### src/hdl/i2cem_pkg.sv
`default_nettype none

package i2cem_pkg;

    // Default geometry of the attached memory
    localparam int DEF_PAGE_BYTES   = 8;
    localparam int DEF_MEMORY_BYTES = 256;

    // Configuration register indexes
    localparam logic CFG_DEVICE_ADDRESS   = 1'b0;
    localparam logic CFG_WRITE_WAIT_TICKS = 1'b1;

    // Configuration reset values
    localparam logic [6:0]  DEVICE_ADDRESS_RST = 7'h50;
    localparam logic [15:0] WRITE_WAIT_RST     = 16'd5000;

    // Command codes
    localparam logic [1:0] OP_TICK  = 2'd0;
    localparam logic [1:0] OP_WRITE = 2'd1;
    localparam logic [1:0] OP_READ  = 2'd2;

    // Completion status codes
    localparam logic [2:0] ST_OK          = 3'd0;
    localparam logic [2:0] ST_DEV_NACK    = 3'd1;
    localparam logic [2:0] ST_WORD_NACK   = 3'd2;
    localparam logic [2:0] ST_DATA_NACK   = 3'd3;
    localparam logic [2:0] ST_READ_NACK   = 3'd4;

    // One tick beat in
    typedef struct packed {
        logic [1:0] operation;
        logic [7:0] start_address;
        logic [8:0] byte_count;
        logic [7:0] write_byte;
        logic       sda_in;
    } cmd_t;

    // One tick beat out
    typedef struct packed {
        logic       scl_level;
        logic       sda_level;
        logic       busy_res;
        logic       data_request;
        logic [7:0] read_byte;
        logic       read_valid;
        logic       done_res;
        logic [2:0] status;
    } res_t;

endpackage

`default_nettype wire

### src/hdl/i2cem_engine.sv
`default_nettype none

module i2cem_engine #(
    parameter int PAGE_BYTES   = i2cem_pkg::DEF_PAGE_BYTES,
    parameter int MEMORY_BYTES = i2cem_pkg::DEF_MEMORY_BYTES
) (
    input  wire logic             clk,
    input  wire logic             rst_n,
    input  wire logic             step_en,
    input  wire i2cem_pkg::cmd_t  cmd,
    input  wire logic [6:0]       device_address,
    input  wire logic [15:0]      write_wait_ticks,
    output i2cem_pkg::res_t       res
);
    import i2cem_pkg::*;

    localparam int PAGE_W = $clog2(PAGE_BYTES + 1);

    typedef logic [PAGE_W-1:0] page_cnt_t;

    typedef enum logic [4:0] {
        PH_IDLE        = 5'd0,
        PH_START_HI    = 5'd1,
        PH_START_LO    = 5'd2,
        PH_DEVW_BITS   = 5'd3,
        PH_DEVW_ACK_LO = 5'd4,
        PH_DEVW_ACK_HI = 5'd5,
        PH_WORD_BITS   = 5'd6,
        PH_WORD_ACK_LO = 5'd7,
        PH_WORD_ACK_HI = 5'd8,
        PH_DATA_BITS   = 5'd9,
        PH_DATA_ACK_LO = 5'd10,
        PH_DATA_ACK_HI = 5'd11,
        PH_RS_PREP     = 5'd12,
        PH_RS_HI       = 5'd13,
        PH_RS_LO       = 5'd14,
        PH_DEVR_BITS   = 5'd15,
        PH_DEVR_ACK_LO = 5'd16,
        PH_DEVR_ACK_HI = 5'd17,
        PH_RECV_BITS   = 5'd18,
        PH_MACK_LO     = 5'd19,
        PH_MACK_HI     = 5'd20,
        PH_STOP_PREP   = 5'd21,
        PH_STOP_HI     = 5'd22,
        PH_STOP_REL    = 5'd23,
        PH_WAIT        = 5'd24
    } phase_t;

    // Address modulo memory size, built at elaboration
    function automatic logic [255:0][7:0] addr_mod_fn();
        logic [255:0][7:0] t;
        logic [8:0]        r;
        begin
            r = 9'd0;
            for (int i = 0; i < 256; i++)
            begin
                t[i] = r[7:0];
                r = ((r + 9'd1) == 9'(MEMORY_BYTES)) ? 9'd0 : r + 9'd1;
            end
            return t;
        end
    endfunction

    // Room left in the page from each address, built at elaboration
    function automatic logic [255:0][PAGE_W-1:0] page_room_fn();
        logic [255:0][PAGE_W-1:0] t;
        page_cnt_t                r;
        begin
            r = '0;
            for (int i = 0; i < 256; i++)
            begin
                t[i] = page_cnt_t'(PAGE_BYTES) - r;
                r = ((r + page_cnt_t'(1)) == page_cnt_t'(PAGE_BYTES)) ? '0
                                                                      : r + page_cnt_t'(1);
            end
            return t;
        end
    endfunction

    localparam logic [255:0][7:0]        ADDR_MOD  = addr_mod_fn();
    localparam logic [255:0][PAGE_W-1:0] PAGE_ROOM = page_room_fn();

    phase_t      phase_reg, phase_next;
    logic [3:0]  bit_index_reg, bit_index_next;
    logic [7:0]  shift_reg, shift_next;
    logic [7:0]  addr_reg, addr_next;
    logic [8:0]  bytes_left_reg, bytes_left_next;
    page_cnt_t   page_left_reg, page_left_next;
    logic [15:0] wait_reg, wait_next;
    logic        read_mode_reg, read_mode_next;
    logic [2:0]  status_reg, status_next;

    logic        scl, sdo, req, rv, done, next_page;
    logic [7:0]  tx_byte;
    logic [8:0]  cnt_clamp;
    logic [7:0]  addr_inc;
    logic [8:0]  bytes_dec;
    page_cnt_t   page_dec;
    page_cnt_t   room;
    logic [7:0]  cmd_addr;
    page_cnt_t   cmd_room;
    logic [15:0] wait_dec;

    // Shared small arithmetic
    always_comb
    begin
        cnt_clamp = (cmd.byte_count > 9'(MEMORY_BYTES)) ? 9'(MEMORY_BYTES) : cmd.byte_count;
        cmd_addr  = ADDR_MOD[cmd.start_address];
        cmd_room  = PAGE_ROOM[cmd_addr];
        room      = PAGE_ROOM[addr_reg];
        addr_inc  = ((9'(addr_reg) + 9'd1) == 9'(MEMORY_BYTES)) ? 8'd0 : addr_reg + 8'd1;
        bytes_dec = (bytes_left_reg != 9'd0) ? bytes_left_reg - 9'd1 : 9'd0;
        page_dec  = (page_left_reg != '0) ? page_left_reg - page_cnt_t'(1) : '0;
        wait_dec  = (wait_reg != 16'd0) ? wait_reg - 16'd1 : 16'd0;
        tx_byte   = (phase_reg == PH_DATA_BITS && bit_index_reg == 4'd0) ? cmd.write_byte
                                                                         : shift_reg;
    end

    // One bus tick
    always_comb
    begin
        phase_next      = phase_reg;
        bit_index_next  = bit_index_reg;
        shift_next      = shift_reg;
        addr_next       = addr_reg;
        bytes_left_next = bytes_left_reg;
        page_left_next  = page_left_reg;
        wait_next       = wait_reg;
        read_mode_next  = read_mode_reg;
        status_next     = status_reg;
        scl       = 1'b1;
        sdo       = 1'b1;
        req       = 1'b0;
        rv        = 1'b0;
        done      = 1'b0;
        next_page = 1'b0;

        case (phase_reg)
            PH_IDLE:
            begin
                if (cmd.operation == OP_WRITE || cmd.operation == OP_READ)
                begin
                    status_next    = ST_OK;
                    read_mode_next = (cmd.operation == OP_READ);
                    addr_next      = cmd_addr;
                    if (cnt_clamp == 9'd0)
                    begin
                        done = 1'b1;
                    end
                    else
                    begin
                        bytes_left_next = cnt_clamp;
                        if (cmd.operation == OP_READ)
                            page_left_next = '0;
                        else
                            page_left_next = (9'(cmd_room) < cnt_clamp) ? cmd_room
                                                                        : cnt_clamp[PAGE_W-1:0];
                        phase_next = PH_START_LO;
                    end
                end
            end
            PH_START_HI:
            begin
                phase_next = PH_START_LO;
            end
            PH_START_LO:
            begin
                sdo            = 1'b0;
                shift_next     = {device_address, 1'b0};
                bit_index_next = 4'd0;
                phase_next     = PH_DEVW_BITS;
            end
            PH_DEVW_BITS, PH_WORD_BITS, PH_DATA_BITS, PH_DEVR_BITS:
            begin
                shift_next = tx_byte;
                scl        = bit_index_reg[0];
                sdo        = tx_byte[3'd7 - bit_index_reg[3:1]];
                if (bit_index_reg == 4'd15)
                begin
                    bit_index_next = 4'd0;
                    case (phase_reg)
                        PH_DEVW_BITS: phase_next = PH_DEVW_ACK_LO;
                        PH_WORD_BITS: phase_next = PH_WORD_ACK_LO;
                        PH_DATA_BITS: phase_next = PH_DATA_ACK_LO;
                        default:      phase_next = PH_DEVR_ACK_LO;
                    endcase
                end
                else
                begin
                    bit_index_next = bit_index_reg + 4'd1;
                end
            end
            PH_DEVW_ACK_LO:
            begin
                scl        = 1'b0;
                phase_next = PH_DEVW_ACK_HI;
            end
            PH_WORD_ACK_LO:
            begin
                scl        = 1'b0;
                phase_next = PH_WORD_ACK_HI;
            end
            PH_DATA_ACK_LO:
            begin
                scl        = 1'b0;
                phase_next = PH_DATA_ACK_HI;
            end
            PH_DEVR_ACK_LO:
            begin
                scl        = 1'b0;
                phase_next = PH_DEVR_ACK_HI;
            end
            PH_DEVW_ACK_HI:
            begin
                if (cmd.sda_in)
                begin
                    status_next = ST_DEV_NACK;
                    phase_next  = PH_STOP_PREP;
                end
                else
                begin
                    shift_next     = addr_reg;
                    bit_index_next = 4'd0;
                    phase_next     = PH_WORD_BITS;
                end
            end
            PH_WORD_ACK_HI:
            begin
                if (cmd.sda_in)
                begin
                    status_next = ST_WORD_NACK;
                    phase_next  = PH_STOP_PREP;
                end
                else if (read_mode_reg)
                begin
                    phase_next = PH_RS_PREP;
                end
                else
                begin
                    req            = 1'b1;
                    bit_index_next = 4'd0;
                    phase_next     = PH_DATA_BITS;
                end
            end
            PH_DATA_ACK_HI:
            begin
                if (cmd.sda_in)
                begin
                    status_next = ST_DATA_NACK;
                    phase_next  = PH_STOP_PREP;
                end
                else
                begin
                    addr_next       = addr_inc;
                    bytes_left_next = bytes_dec;
                    page_left_next  = page_dec;
                    if (page_dec != '0 && bytes_dec != 9'd0)
                    begin
                        req            = 1'b1;
                        bit_index_next = 4'd0;
                        phase_next     = PH_DATA_BITS;
                    end
                    else
                    begin
                        phase_next = PH_STOP_PREP;
                    end
                end
            end
            PH_RS_PREP:
            begin
                scl        = 1'b0;
                phase_next = PH_RS_HI;
            end
            PH_RS_HI:
            begin
                phase_next = PH_RS_LO;
            end
            PH_RS_LO:
            begin
                sdo            = 1'b0;
                shift_next     = {device_address, 1'b1};
                bit_index_next = 4'd0;
                phase_next     = PH_DEVR_BITS;
            end
            PH_DEVR_ACK_HI:
            begin
                if (cmd.sda_in)
                begin
                    status_next = ST_READ_NACK;
                    phase_next  = PH_STOP_PREP;
                end
                else
                begin
                    shift_next     = 8'd0;
                    bit_index_next = 4'd0;
                    phase_next     = PH_RECV_BITS;
                end
            end
            PH_RECV_BITS:
            begin
                scl = bit_index_reg[0];
                // sample on the SCL-high half of each bit
                if (bit_index_reg[0])
                    shift_next = {shift_reg[6:0], cmd.sda_in};
                if (bit_index_reg == 4'd15)
                begin
                    rv             = 1'b1;
                    bit_index_next = 4'd0;
                    phase_next     = PH_MACK_LO;
                end
                else
                begin
                    bit_index_next = bit_index_reg + 4'd1;
                end
            end
            PH_MACK_LO:
            begin
                scl        = 1'b0;
                sdo        = (bytes_left_reg <= 9'd1);
                phase_next = PH_MACK_HI;
            end
            PH_MACK_HI:
            begin
                sdo             = (bytes_left_reg <= 9'd1);
                addr_next       = addr_inc;
                bytes_left_next = bytes_dec;
                if (bytes_dec == 9'd0)
                begin
                    phase_next = PH_STOP_PREP;
                end
                else
                begin
                    shift_next     = 8'd0;
                    bit_index_next = 4'd0;
                    phase_next     = PH_RECV_BITS;
                end
            end
            PH_STOP_PREP:
            begin
                scl        = 1'b0;
                sdo        = 1'b0;
                phase_next = PH_STOP_HI;
            end
            PH_STOP_HI:
            begin
                sdo        = 1'b0;
                phase_next = PH_STOP_REL;
            end
            PH_STOP_REL:
            begin
                if (read_mode_reg || status_reg != ST_OK)
                begin
                    done       = 1'b1;
                    phase_next = PH_IDLE;
                end
                else if (write_wait_ticks == 16'd0)
                begin
                    next_page = 1'b1;
                end
                else
                begin
                    wait_next  = write_wait_ticks;
                    phase_next = PH_WAIT;
                end
            end
            PH_WAIT:
            begin
                wait_next = wait_dec;
                if (wait_dec == 16'd0)
                    next_page = 1'b1;
            end
            default:
            begin
                phase_next = PH_IDLE;
            end
        endcase

        // Next page write, or finish after the last one
        if (next_page)
        begin
            if (bytes_left_reg == 9'd0)
            begin
                done       = 1'b1;
                phase_next = PH_IDLE;
            end
            else
            begin
                page_left_next = (9'(room) < bytes_left_reg) ? room
                                                             : bytes_left_reg[PAGE_W-1:0];
                phase_next     = PH_START_HI;
            end
        end
    end

    // Result of this tick
    always_comb
    begin
        res.scl_level    = scl;
        res.sda_level    = sdo;
        res.busy_res     = (phase_next != PH_IDLE);
        res.data_request = req;
        res.read_byte    = rv ? shift_next : 8'd0;
        res.read_valid   = rv;
        res.done_res     = done;
        res.status       = done ? status_next : ST_OK;
    end

    // Sequencer state
    always_ff @(posedge clk or negedge rst_n)
    begin
        if (!rst_n)
        begin
            phase_reg      <= PH_IDLE;
            bit_index_reg  <= 4'd0;
            shift_reg      <= 8'd0;
            addr_reg       <= 8'd0;
            bytes_left_reg <= 9'd0;
            page_left_reg  <= '0;
            wait_reg       <= 16'd0;
            read_mode_reg  <= 1'b0;
            status_reg     <= ST_OK;
        end
        else if (step_en)
        begin
            phase_reg      <= phase_next;
            bit_index_reg  <= bit_index_next;
            shift_reg      <= shift_next;
            addr_reg       <= addr_next;
            bytes_left_reg <= bytes_left_next;
            page_left_reg  <= page_left_next;
            wait_reg       <= wait_next;
            read_mode_reg  <= read_mode_next;
            status_reg     <= status_next;
        end
    end

endmodule

`default_nettype wire

### src/hdl/i2c_eeprom_transaction_master_core.sv
// I2C master for a 24C02-style serial EEPROM. Every beat on cmd is one bus
// phase tick from a prescaler and yields exactly one beat on res with the
// SCL/SDA drive levels for that tick; a command in a tick starts a page-split
// write or a sequential read, and done_res/status close the transfer. One
// tick is taken per clock cycle while no result is held under res_stall:
// a tick is held in the input register, and the sequencer step runs between
// that register and the result register, which presents the result. While a
// result waits under res_stall, one more tick enters the input register and
// cmd then stalls until the result is taken. Configuration writes on the cfg
// channel are always ready and should only be made while the block is idle.
`default_nettype none

module i2c_eeprom_transaction_master_core #(
    parameter int PAGE_BYTES   = i2cem_pkg::DEF_PAGE_BYTES,
    parameter int MEMORY_BYTES = i2cem_pkg::DEF_MEMORY_BYTES
) (
    input  wire logic             clk,
    input  wire logic             rst_n,
    input  wire logic             cmd_valid,
    output logic                  cmd_stall,
    input  wire i2cem_pkg::cmd_t  cmd_data,
    output logic                  res_valid,
    input  wire logic             res_stall,
    output i2cem_pkg::res_t       res_data,
    input  wire logic             cfg_valid,
    output logic                  cfg_ready,
    input  wire logic             cfg_index,
    input  wire logic [15:0]      cfg_data
);
    import i2cem_pkg::*;

    logic        cmd_full_reg, cmd_full_next;
    cmd_t        cmd_buf_reg;
    logic        res_valid_reg, res_valid_next;
    res_t        res_buf_reg;
    logic [6:0]  dev_addr_reg;
    logic [15:0] wait_ticks_reg;
    logic        advance;
    logic        cmd_take;
    res_t        step_res;

    // Handshake between input register and result register
    assign advance        = cmd_full_reg && (!res_valid_reg || !res_stall);
    assign cmd_stall      = cmd_full_reg && !advance;
    assign cmd_take       = cmd_valid && !cmd_stall;
    assign cmd_full_next  = cmd_take || (cmd_full_reg && !advance);
    assign res_valid_next = advance || (res_valid_reg && res_stall);
    assign res_valid      = res_valid_reg;
    assign res_data       = res_buf_reg;
    assign cfg_ready      = 1'b1;

    // Control flags
    always_ff @(posedge clk or negedge rst_n)
    begin
        if (!rst_n)
        begin
            cmd_full_reg  <= 1'b0;
            res_valid_reg <= 1'b0;
        end
        else
        begin
            cmd_full_reg  <= cmd_full_next;
            res_valid_reg <= res_valid_next;
        end
    end

    // Payload registers
    always_ff @(posedge clk)
    begin
        if (cmd_take)
            cmd_buf_reg <= cmd_data;
        if (advance)
            res_buf_reg <= step_res;
    end

    // Configuration registers
    always_ff @(posedge clk or negedge rst_n)
    begin
        if (!rst_n)
        begin
            dev_addr_reg   <= DEVICE_ADDRESS_RST;
            wait_ticks_reg <= WRITE_WAIT_RST;
        end
        else if (cfg_valid && cfg_ready)
        begin
            case (cfg_index)
                CFG_DEVICE_ADDRESS:   dev_addr_reg   <= cfg_data[6:0];
                CFG_WRITE_WAIT_TICKS: wait_ticks_reg <= cfg_data;
                default:              ;
            endcase
        end
    end

    i2cem_engine #(
        .PAGE_BYTES   (PAGE_BYTES),
        .MEMORY_BYTES (MEMORY_BYTES)
    ) u_engine (
        .clk              (clk),
        .rst_n            (rst_n),
        .step_en          (advance),
        .cmd              (cmd_buf_reg),
        .device_address   (dev_addr_reg),
        .write_wait_ticks (wait_ticks_reg),
        .res              (step_res)
    );

    // Checks
    a_stall_needs_full: assert property (@(posedge clk) disable iff (!rst_n)
        cmd_stall |-> cmd_full_reg)
        else $error("cmd stalled with empty input register");

    a_status_only_done: assert property (@(posedge clk) disable iff (!rst_n)
        res_valid && !res_data.done_res |-> res_data.status == ST_OK)
        else $error("status set without done");

    a_done_not_busy: assert property (@(posedge clk) disable iff (!rst_n)
        res_valid && res_data.done_res |-> !res_data.busy_res)
        else $error("done while still busy");

    a_req_read_excl: assert property (@(posedge clk) disable iff (!rst_n)
        res_valid |-> !(res_data.data_request && res_data.read_valid))
        else $error("data request and read byte in one tick");

endmodule

`default_nettype wire
### config.mk
export PLATFORM = sky130hd
export DESIGN_NAME = i2c_eeprom_transaction_master_core
export DESIGN_NICKNAME = d
export VERILOG_FILES = /design/src/hdl/i2cem_pkg.sv /design/src/hdl/i2cem_engine.sv /design/src/hdl/i2c_eeprom_transaction_master_core.sv
export SDC_FILE = /design/constraint.sdc
export NUM_CORES = 1
export LEC_CHECK = 0
export ABC_AREA = 1
export BUFFER_PORTS_ARGS = -buffer_cell sky130_fd_sc_hd__buf_2
export CORE_UTILIZATION = 61
export CTS_CLUSTER_DIAMETER = 50
export DETAILED_ROUTE_END_ITERATION = 12
export PLACE_DENSITY_LB_ADDON = 0.15
export SYNTH_ARGS = -nofsm -noshare
export SYNTH_HDL_FRONTEND = slang
export SYNTH_HIERARCHICAL = 1
export SYNTH_SLANG_ARGS = --single-unit
### constraint.sdc
create_clock -name clk -period 4.75 [get_ports clk]
set_input_delay 1.425 -clock clk [delete_from_list [all_inputs] [get_ports clk]]
set_output_delay 1.425 -clock clk [all_outputs]
set_load 0.01 [all_outputs]
; ---- Yosys cells after proc, flatten, opt, wreduce, memory -nomap -nowiden
; Memories as Yosys holds them, arrays and structs flattened. A register that Yosys moved wholly into a read port is not among the register bits.
; Cells that the tools add are included.
[word_totals]
output_inout_bits = 20
reg_bits = 128
in_bits = 50
n_memories = 3
rom_bits = 4096
word_cells = 215
[memory_table]
columns = memory, words, width, read_ports, rd_clocked_by_memory_dff, wr, line
row1 = (name not given), 256, 8, 1, 1, 0, i2cem_engine.sv:108  ; cmd_addr = ADDR_MOD[cmd.start_address];
row2 = (name not given), 256, 4, 1, 0, 0, i2cem_engine.sv:109  ; cmd_room = PAGE_ROOM[cmd_addr];
row3 = (name not given), 256, 4, 1, 0, 0, i2cem_engine.sv:110  ; room = PAGE_ROOM[addr_reg];
[classes]
order_cmp = 8
n_eq_ne = 38
n_bitwise = 1
n_addsub = 7
reduce_logical = 46
muxes = 86
[op_table]
columns = cell, n
row1 = $pmux W5 S22, 1
row2 = $mux W8, 10
row3 = $mux W4, 18
row4 = $pmux W8 S7, 1
row5 = $mux W5, 11
row6 = $mux W16, 3
row7 = $eq A5 B5 Y1 const B, 9
row8 = $mux W9, 5
row9 = $eq A5 B4 Y1 const B, 8
row10 = $logic_not A16 Y1, 2
row11 = $pmux W16 S2, 1
row12 = $logic_not A9 Y1, 3
row13 = $lt A8 B9 Y1 const B, 3
row14 = $pmux W9 S3, 1
row15 = $mux W3, 8
row16 = $pmux W4 S6, 1
row17 = $pmux W8 S3, 1
row18 = $eq A5 B3 Y1 const B, 4
row19 = $lt A4 B9 Y1, 2
row20 = $reduce_bool A9 Y1, 2
row21 = $mux W1, 16
row22 = $ne A2 B2 Y1 const B, 8
row23 = $reduce_bool A16 Y1, 1
row24 = $sub A16 B1 Y16 const B, 1
row25 = 42 further kinds, 66

; ---- Logic depth before layout (Yosys ltp)
[logic_depth]
word_depth = 12
ltp_mapped = 17

; ---- Hierarchy
; Netlist, hierarchy kept.
[by_module_without_submodules]
columns = mod, seq_area_each_um2, area_each_um2, n_inst, cells_per_inst
row1 = i2cem_engine, 1451.4, 5858.1, 1, 966
row2 = i2c_eeprom_transaction_master_core, 1985.7, 2411.1, 1, 160

; ---- Worst setup path before layout
; OpenSTA, ideal clock, no wires.
[synth_timing]
kind = input to register
from = input port res_stall
to = register u_engine.bytes_left_reg[7]
t_required_ns = 4.674
setup_ns = 0.076
path_stages = 8
setup_slack_ns = 1.365
t_arrival_ns = 3.308
path_cell_list = a21oi_1 > nand2_1 > a21oi_2 > inv_2 > nor2_4 > buf_2 > nand2_1 > o21ai_1
[synth_between]
elab_chain_cells = 4
[synth_lines]
columns = item, line
row1 = from (decl), i2c_eeprom_transaction_master_core.sv:23  ; input wire logic res_stall,
row2 = $logic_not A1 Y1, i2c_eeprom_transaction_master_core.sv:43  ; assign advance = cmd_full_reg && (!res_valid_reg || !res_stall);
row3 = $logic_or A1 B1 Y1, i2c_eeprom_transaction_master_core.sv:43
row4 = $logic_and A1 B1 Y1, i2c_eeprom_transaction_master_core.sv:43
row5 = $reduce_and A5 Y1 (no source line), n/a
row6 = to (signal assigned), i2cem_engine.sv:429  ; bytes_left_reg <= bytes_left_next;
row7 = to (decl), i2cem_engine.sv:87  ; logic [8:0] bytes_left_reg, bytes_left_next;
; Every way passes these cells.
; A chain may end at the register's enable or synchronous reset.

; ---- Worst setup path after layout
[layout_timing]
from = input port res_stall
to = output port cmd_stall
[layout_between]
elab_chain_cells = 5
[layout_lines]
columns = item, line
row1 = $logic_not A1 Y1, i2c_eeprom_transaction_master_core.sv:43
row2 = $logic_or A1 B1 Y1, i2c_eeprom_transaction_master_core.sv:43
row3 = $logic_and A1 B1 Y1, i2c_eeprom_transaction_master_core.sv:43
row4 = $logic_not A1 Y1, i2c_eeprom_transaction_master_core.sv:44  ; assign cmd_stall = cmd_full_reg && !advance;
row5 = $logic_and A1 B1 Y1, i2c_eeprom_transaction_master_core.sv:44
row6 = to (decl), i2c_eeprom_transaction_master_core.sv:20  ; output logic cmd_stall,
; Every way passes these cells.

==> impl_summary.txt <==
----------------------------------------------------
[Floorplan]
  Full die area ... 0.01403 mm²
  Placement row count ... 42
  Horizontal extent of the die ... 118.4 µm
  Initial core utilization ... 62.44%
  Floorplan die height ... 118.4 µm
  CORE AREA ... 0.01324 mm²
  Number of top-level pins ... 70

[CTS]
  # Post-CTS Setup Buffers ... 0
  Root buffer cell ... clkbuf_16
  Clock transition at the registers of the reported paths ... 50 ps
  TritonCTS Sinks ... 128
  Count of hold buffers inserted by post-cts repair ... 0
  Worst skew pair latency ... 420 ps
  CTS buffer count ... 17
  CTS tree ... yes
  H-tree lvl count ... 4
  Maximum clock insertion buffer count ... 2
  Cts repair resizes ... 0

[Detailed routing]
  Drt total wl ... 21840 µm
  Detailed Route Iter0 Violations ... 1070
  Ratio of routed vias to standard cells ... 5.881
  Via total after detailed routing ... 8051
  Average wire per standard cell ... 15.96 µm
  Antenna Violating Nets Remaining ... 0
  First-pass detailed-route iteration total ... 5
  DRC Markers ... 0

[Critical path]
  Crit path arrival time ... 1850 ps
  Critical path capture point type ... output port
  Element type at the critical path start ... input pin
  Top fanout value on the critical path ... 3
  WS Path Type ... input pin to output port
  Required time of the critical path ... 3320 ps

[Synth]
  Synth Area in XOR/XNOR ... 0.8473%
  Synth Cell Area ... 0.008269 mm²
  Ys flop type ... dfrtp_1
  Area share of and/or/nand/nor cells after synthesis ... 32.46%
  Post-synth net total ... 1193
  Post-synthesis instance total ... 1126
  Post-synth EDFFs ... 45
  Synthesized area per cell ... 7.344 µm²
  Share of Yosys cell area claimed by the top area cell type ... 23.00%
  Cell variety after synth ... 49
  Main combinational cell family by area after synthesis ... simple AND/OR/NAND/NOR gates
  Compound-Gate Fraction of Synth Area ... 13.98%
  Share of flip-flops with an asynchronous set or reset after synthesis ... 64.84%
  Fraction of the mapped netlist area in adder cells ... 2.572%
  Synth area leaders ... dfrtp_1 23%, edfxtp_1 16%, nand2_1 13%
  Total of flip-flops plus latches after synthesis ... 128
  Multiplexer area fraction after synthesis ... 0%
  Cell accounting for the most synthesized area ... dfrtp_1
  YS warnings ... 6
  Share of the yosys chip area belonging to registers ... 41.56%

[STA]
  Count of final setup violators ... 0
  Clock period minus final worst setup slack ... 3272 ps
  Hold Worst Slack ... 468.3 ps
  Setup repair after global routing missed its margin ... false
  Fin Clk Skew ... 10.64 ps
  Worst Tran Pin Value ... 1112 ps
  Hold violation total from the final report ... 0
  Final clock period utilization by the worst path ... 68.88%
  Fmax ... 305.6 MHz
  Worst slew margin relative to its limit ... 25.81%
  Final Slew Violations ... 0
  Final total negative setup slack ... 0 ps

[Layout]
  Proportion of layout cells with a drive suffix above 1 ... 13.66%
  Fill cell total of the finished layout ... 1132
  Post-route insts no fill ... 1369
  Layout-stage area growth over the synthesis result ... 12.23%
  Number of nets in the layout ... 1247
  Largest register FFs ... 28
  Core utilization of the finished layout ... 70.08%
  Number of inserted diodes ... 0

[Run]
  Max Cap Viol ... 0

[Power and ir drop]
  Leakage dissipation ... 0.004410 µW
  Worst VDD drop ... 0.0003279 V
  PwrDens ... 468.3 mW/mm²

[Placed design]
  Final RePlAce weighted congestion ... 0.9248
  Dpl cells ... 1337
  Placed wire-length estimate after detailed placement ... 15440 µm
  Number of buffers inserted by port buffering ... 68

[Global routing]
  Total congestion overflow after global routing ... 0
  GRT Resource Usage Total ... 32.25%
  Via count of the first global-routing pass ... 7472
  Global-route wire length before repair ... 35950 µm
  Maximum number of pins on one net before global-route repair ... 67
  Number of antenna violations at the first check in global routing ... 0

[Min path]
  Min-Delay Path Class ... flip-flop to flip-flop

[Status]
  Run status ... finished, final reports clean

----------------------------------------------------
[worst max-delay path, cell delays in order]
cell,delay (ps)
buf_2,120
nand3_1,110
inv_1,70
buf_2,120
[where the power goes]
group / internal, µW / switching [µW] / total (µW)
registers: 1340 / 187 / 1530
logic: 465 / 982 / 1450
clock network: 879 / 491 / 1370
[cells in the mapped netlist, drive strengths merged, types with 8 or more instances]
cell type,instances
nand2,314
a21oi,30
buf,25
inv,126
ha,17
o21ai,102
clkbuf,12
nor4,9
dfrtp,76
nor2,137
o22ai,28
nand4,18
o211ai,16
nand3,117
xor2,8
edfxtp,45
nor3,8
[logic make-up (layout without fill, tap and decap cells)]
family / Yosys count / after routing
fa+ha+maj: 17 / 17
buf+inv: 166 / 233
simple gates: 607 / 607
xor+xnor: 8 / 8
compound gates: 199 / 199
other cells: 1 / 1
flops: 128 / 128
[area by class of cell]
type	count	area [µm²]	share of cell area, %
multi-input combinational	832	4138	44.59
clock buffer	25	528.0	5.690
inverter	129	488.0	5.258
timing repair buffer	72	372.9	4.018
clock inverter	7	96.34	1.038
tap	176	220.2	2.373
sequential	128	3437	37.04
[per-stage QoR]
stage	instance area, µm²	total power, µW	setup WS, ps
2_1_floorplan	8269	2568	1365
3_3_place_gp	8656	2900	1487
3_5_place_dp	8656	2934	1476
4_1_cts	9280	4326	1475
5_1_grt	9280	4603	1373
6_report	9280	4346	1478
[layout by cell type, fill, tap and decap left out, types with 19 or more instances in the layout]
cell / count
nand2_1: 297
a21oi_1: 28
dfrtp_1: 76
nor2_1: 128
buf_2: 67
edfxtp_1: 45
inv_1: 115
o22ai_1: 28
o21ai_1: 23
o21ai_0: 79
clkbuf_16: 19
nand3_1: 113
[routing by layer]
metal	share of wire [%]	vias up	track usage, %	routed length, µm
met5	0	-	0	0
met4	3.2	0	14.40	709
met3	7.8	54	5.792	1698
met2	46	366	51.62	10140
met1	43	3749	42.91	9293
li1	-	3882	-	-
[final timing paths]
check | slack, ps | startpoint | cells past startpoint | endpoint
hold reg to reg | 470 | dev_addr_reg[4]$_DFFE_PN1P_ | 2 | dev_addr_reg[4]$_DFFE_PN1P_
hold / removal | 470 | dev_addr_reg[4]$_DFFE_PN1P_ | 2 | dev_addr_reg[4]$_DFFE_PN1P_
setup / recovery | 1480 | res_stall | 4 | cmd_stall
max in group asynchronous | 2830 | rst_n | 2 | u_engine/bit_index_reg[2]$_DFFE_PN0P_
setup reg to reg | 1660 | cmd_buf_reg[16]$_DFFE_PP_ | 16 | u_engine/page_left_reg[1]$_DFFE_PN0P_
min in group asynchronous | 1120 | rst_n | 1 | u_engine/wait_reg[13]$_DFFE_PN0P_
Power figures use the tool's default switching activity.
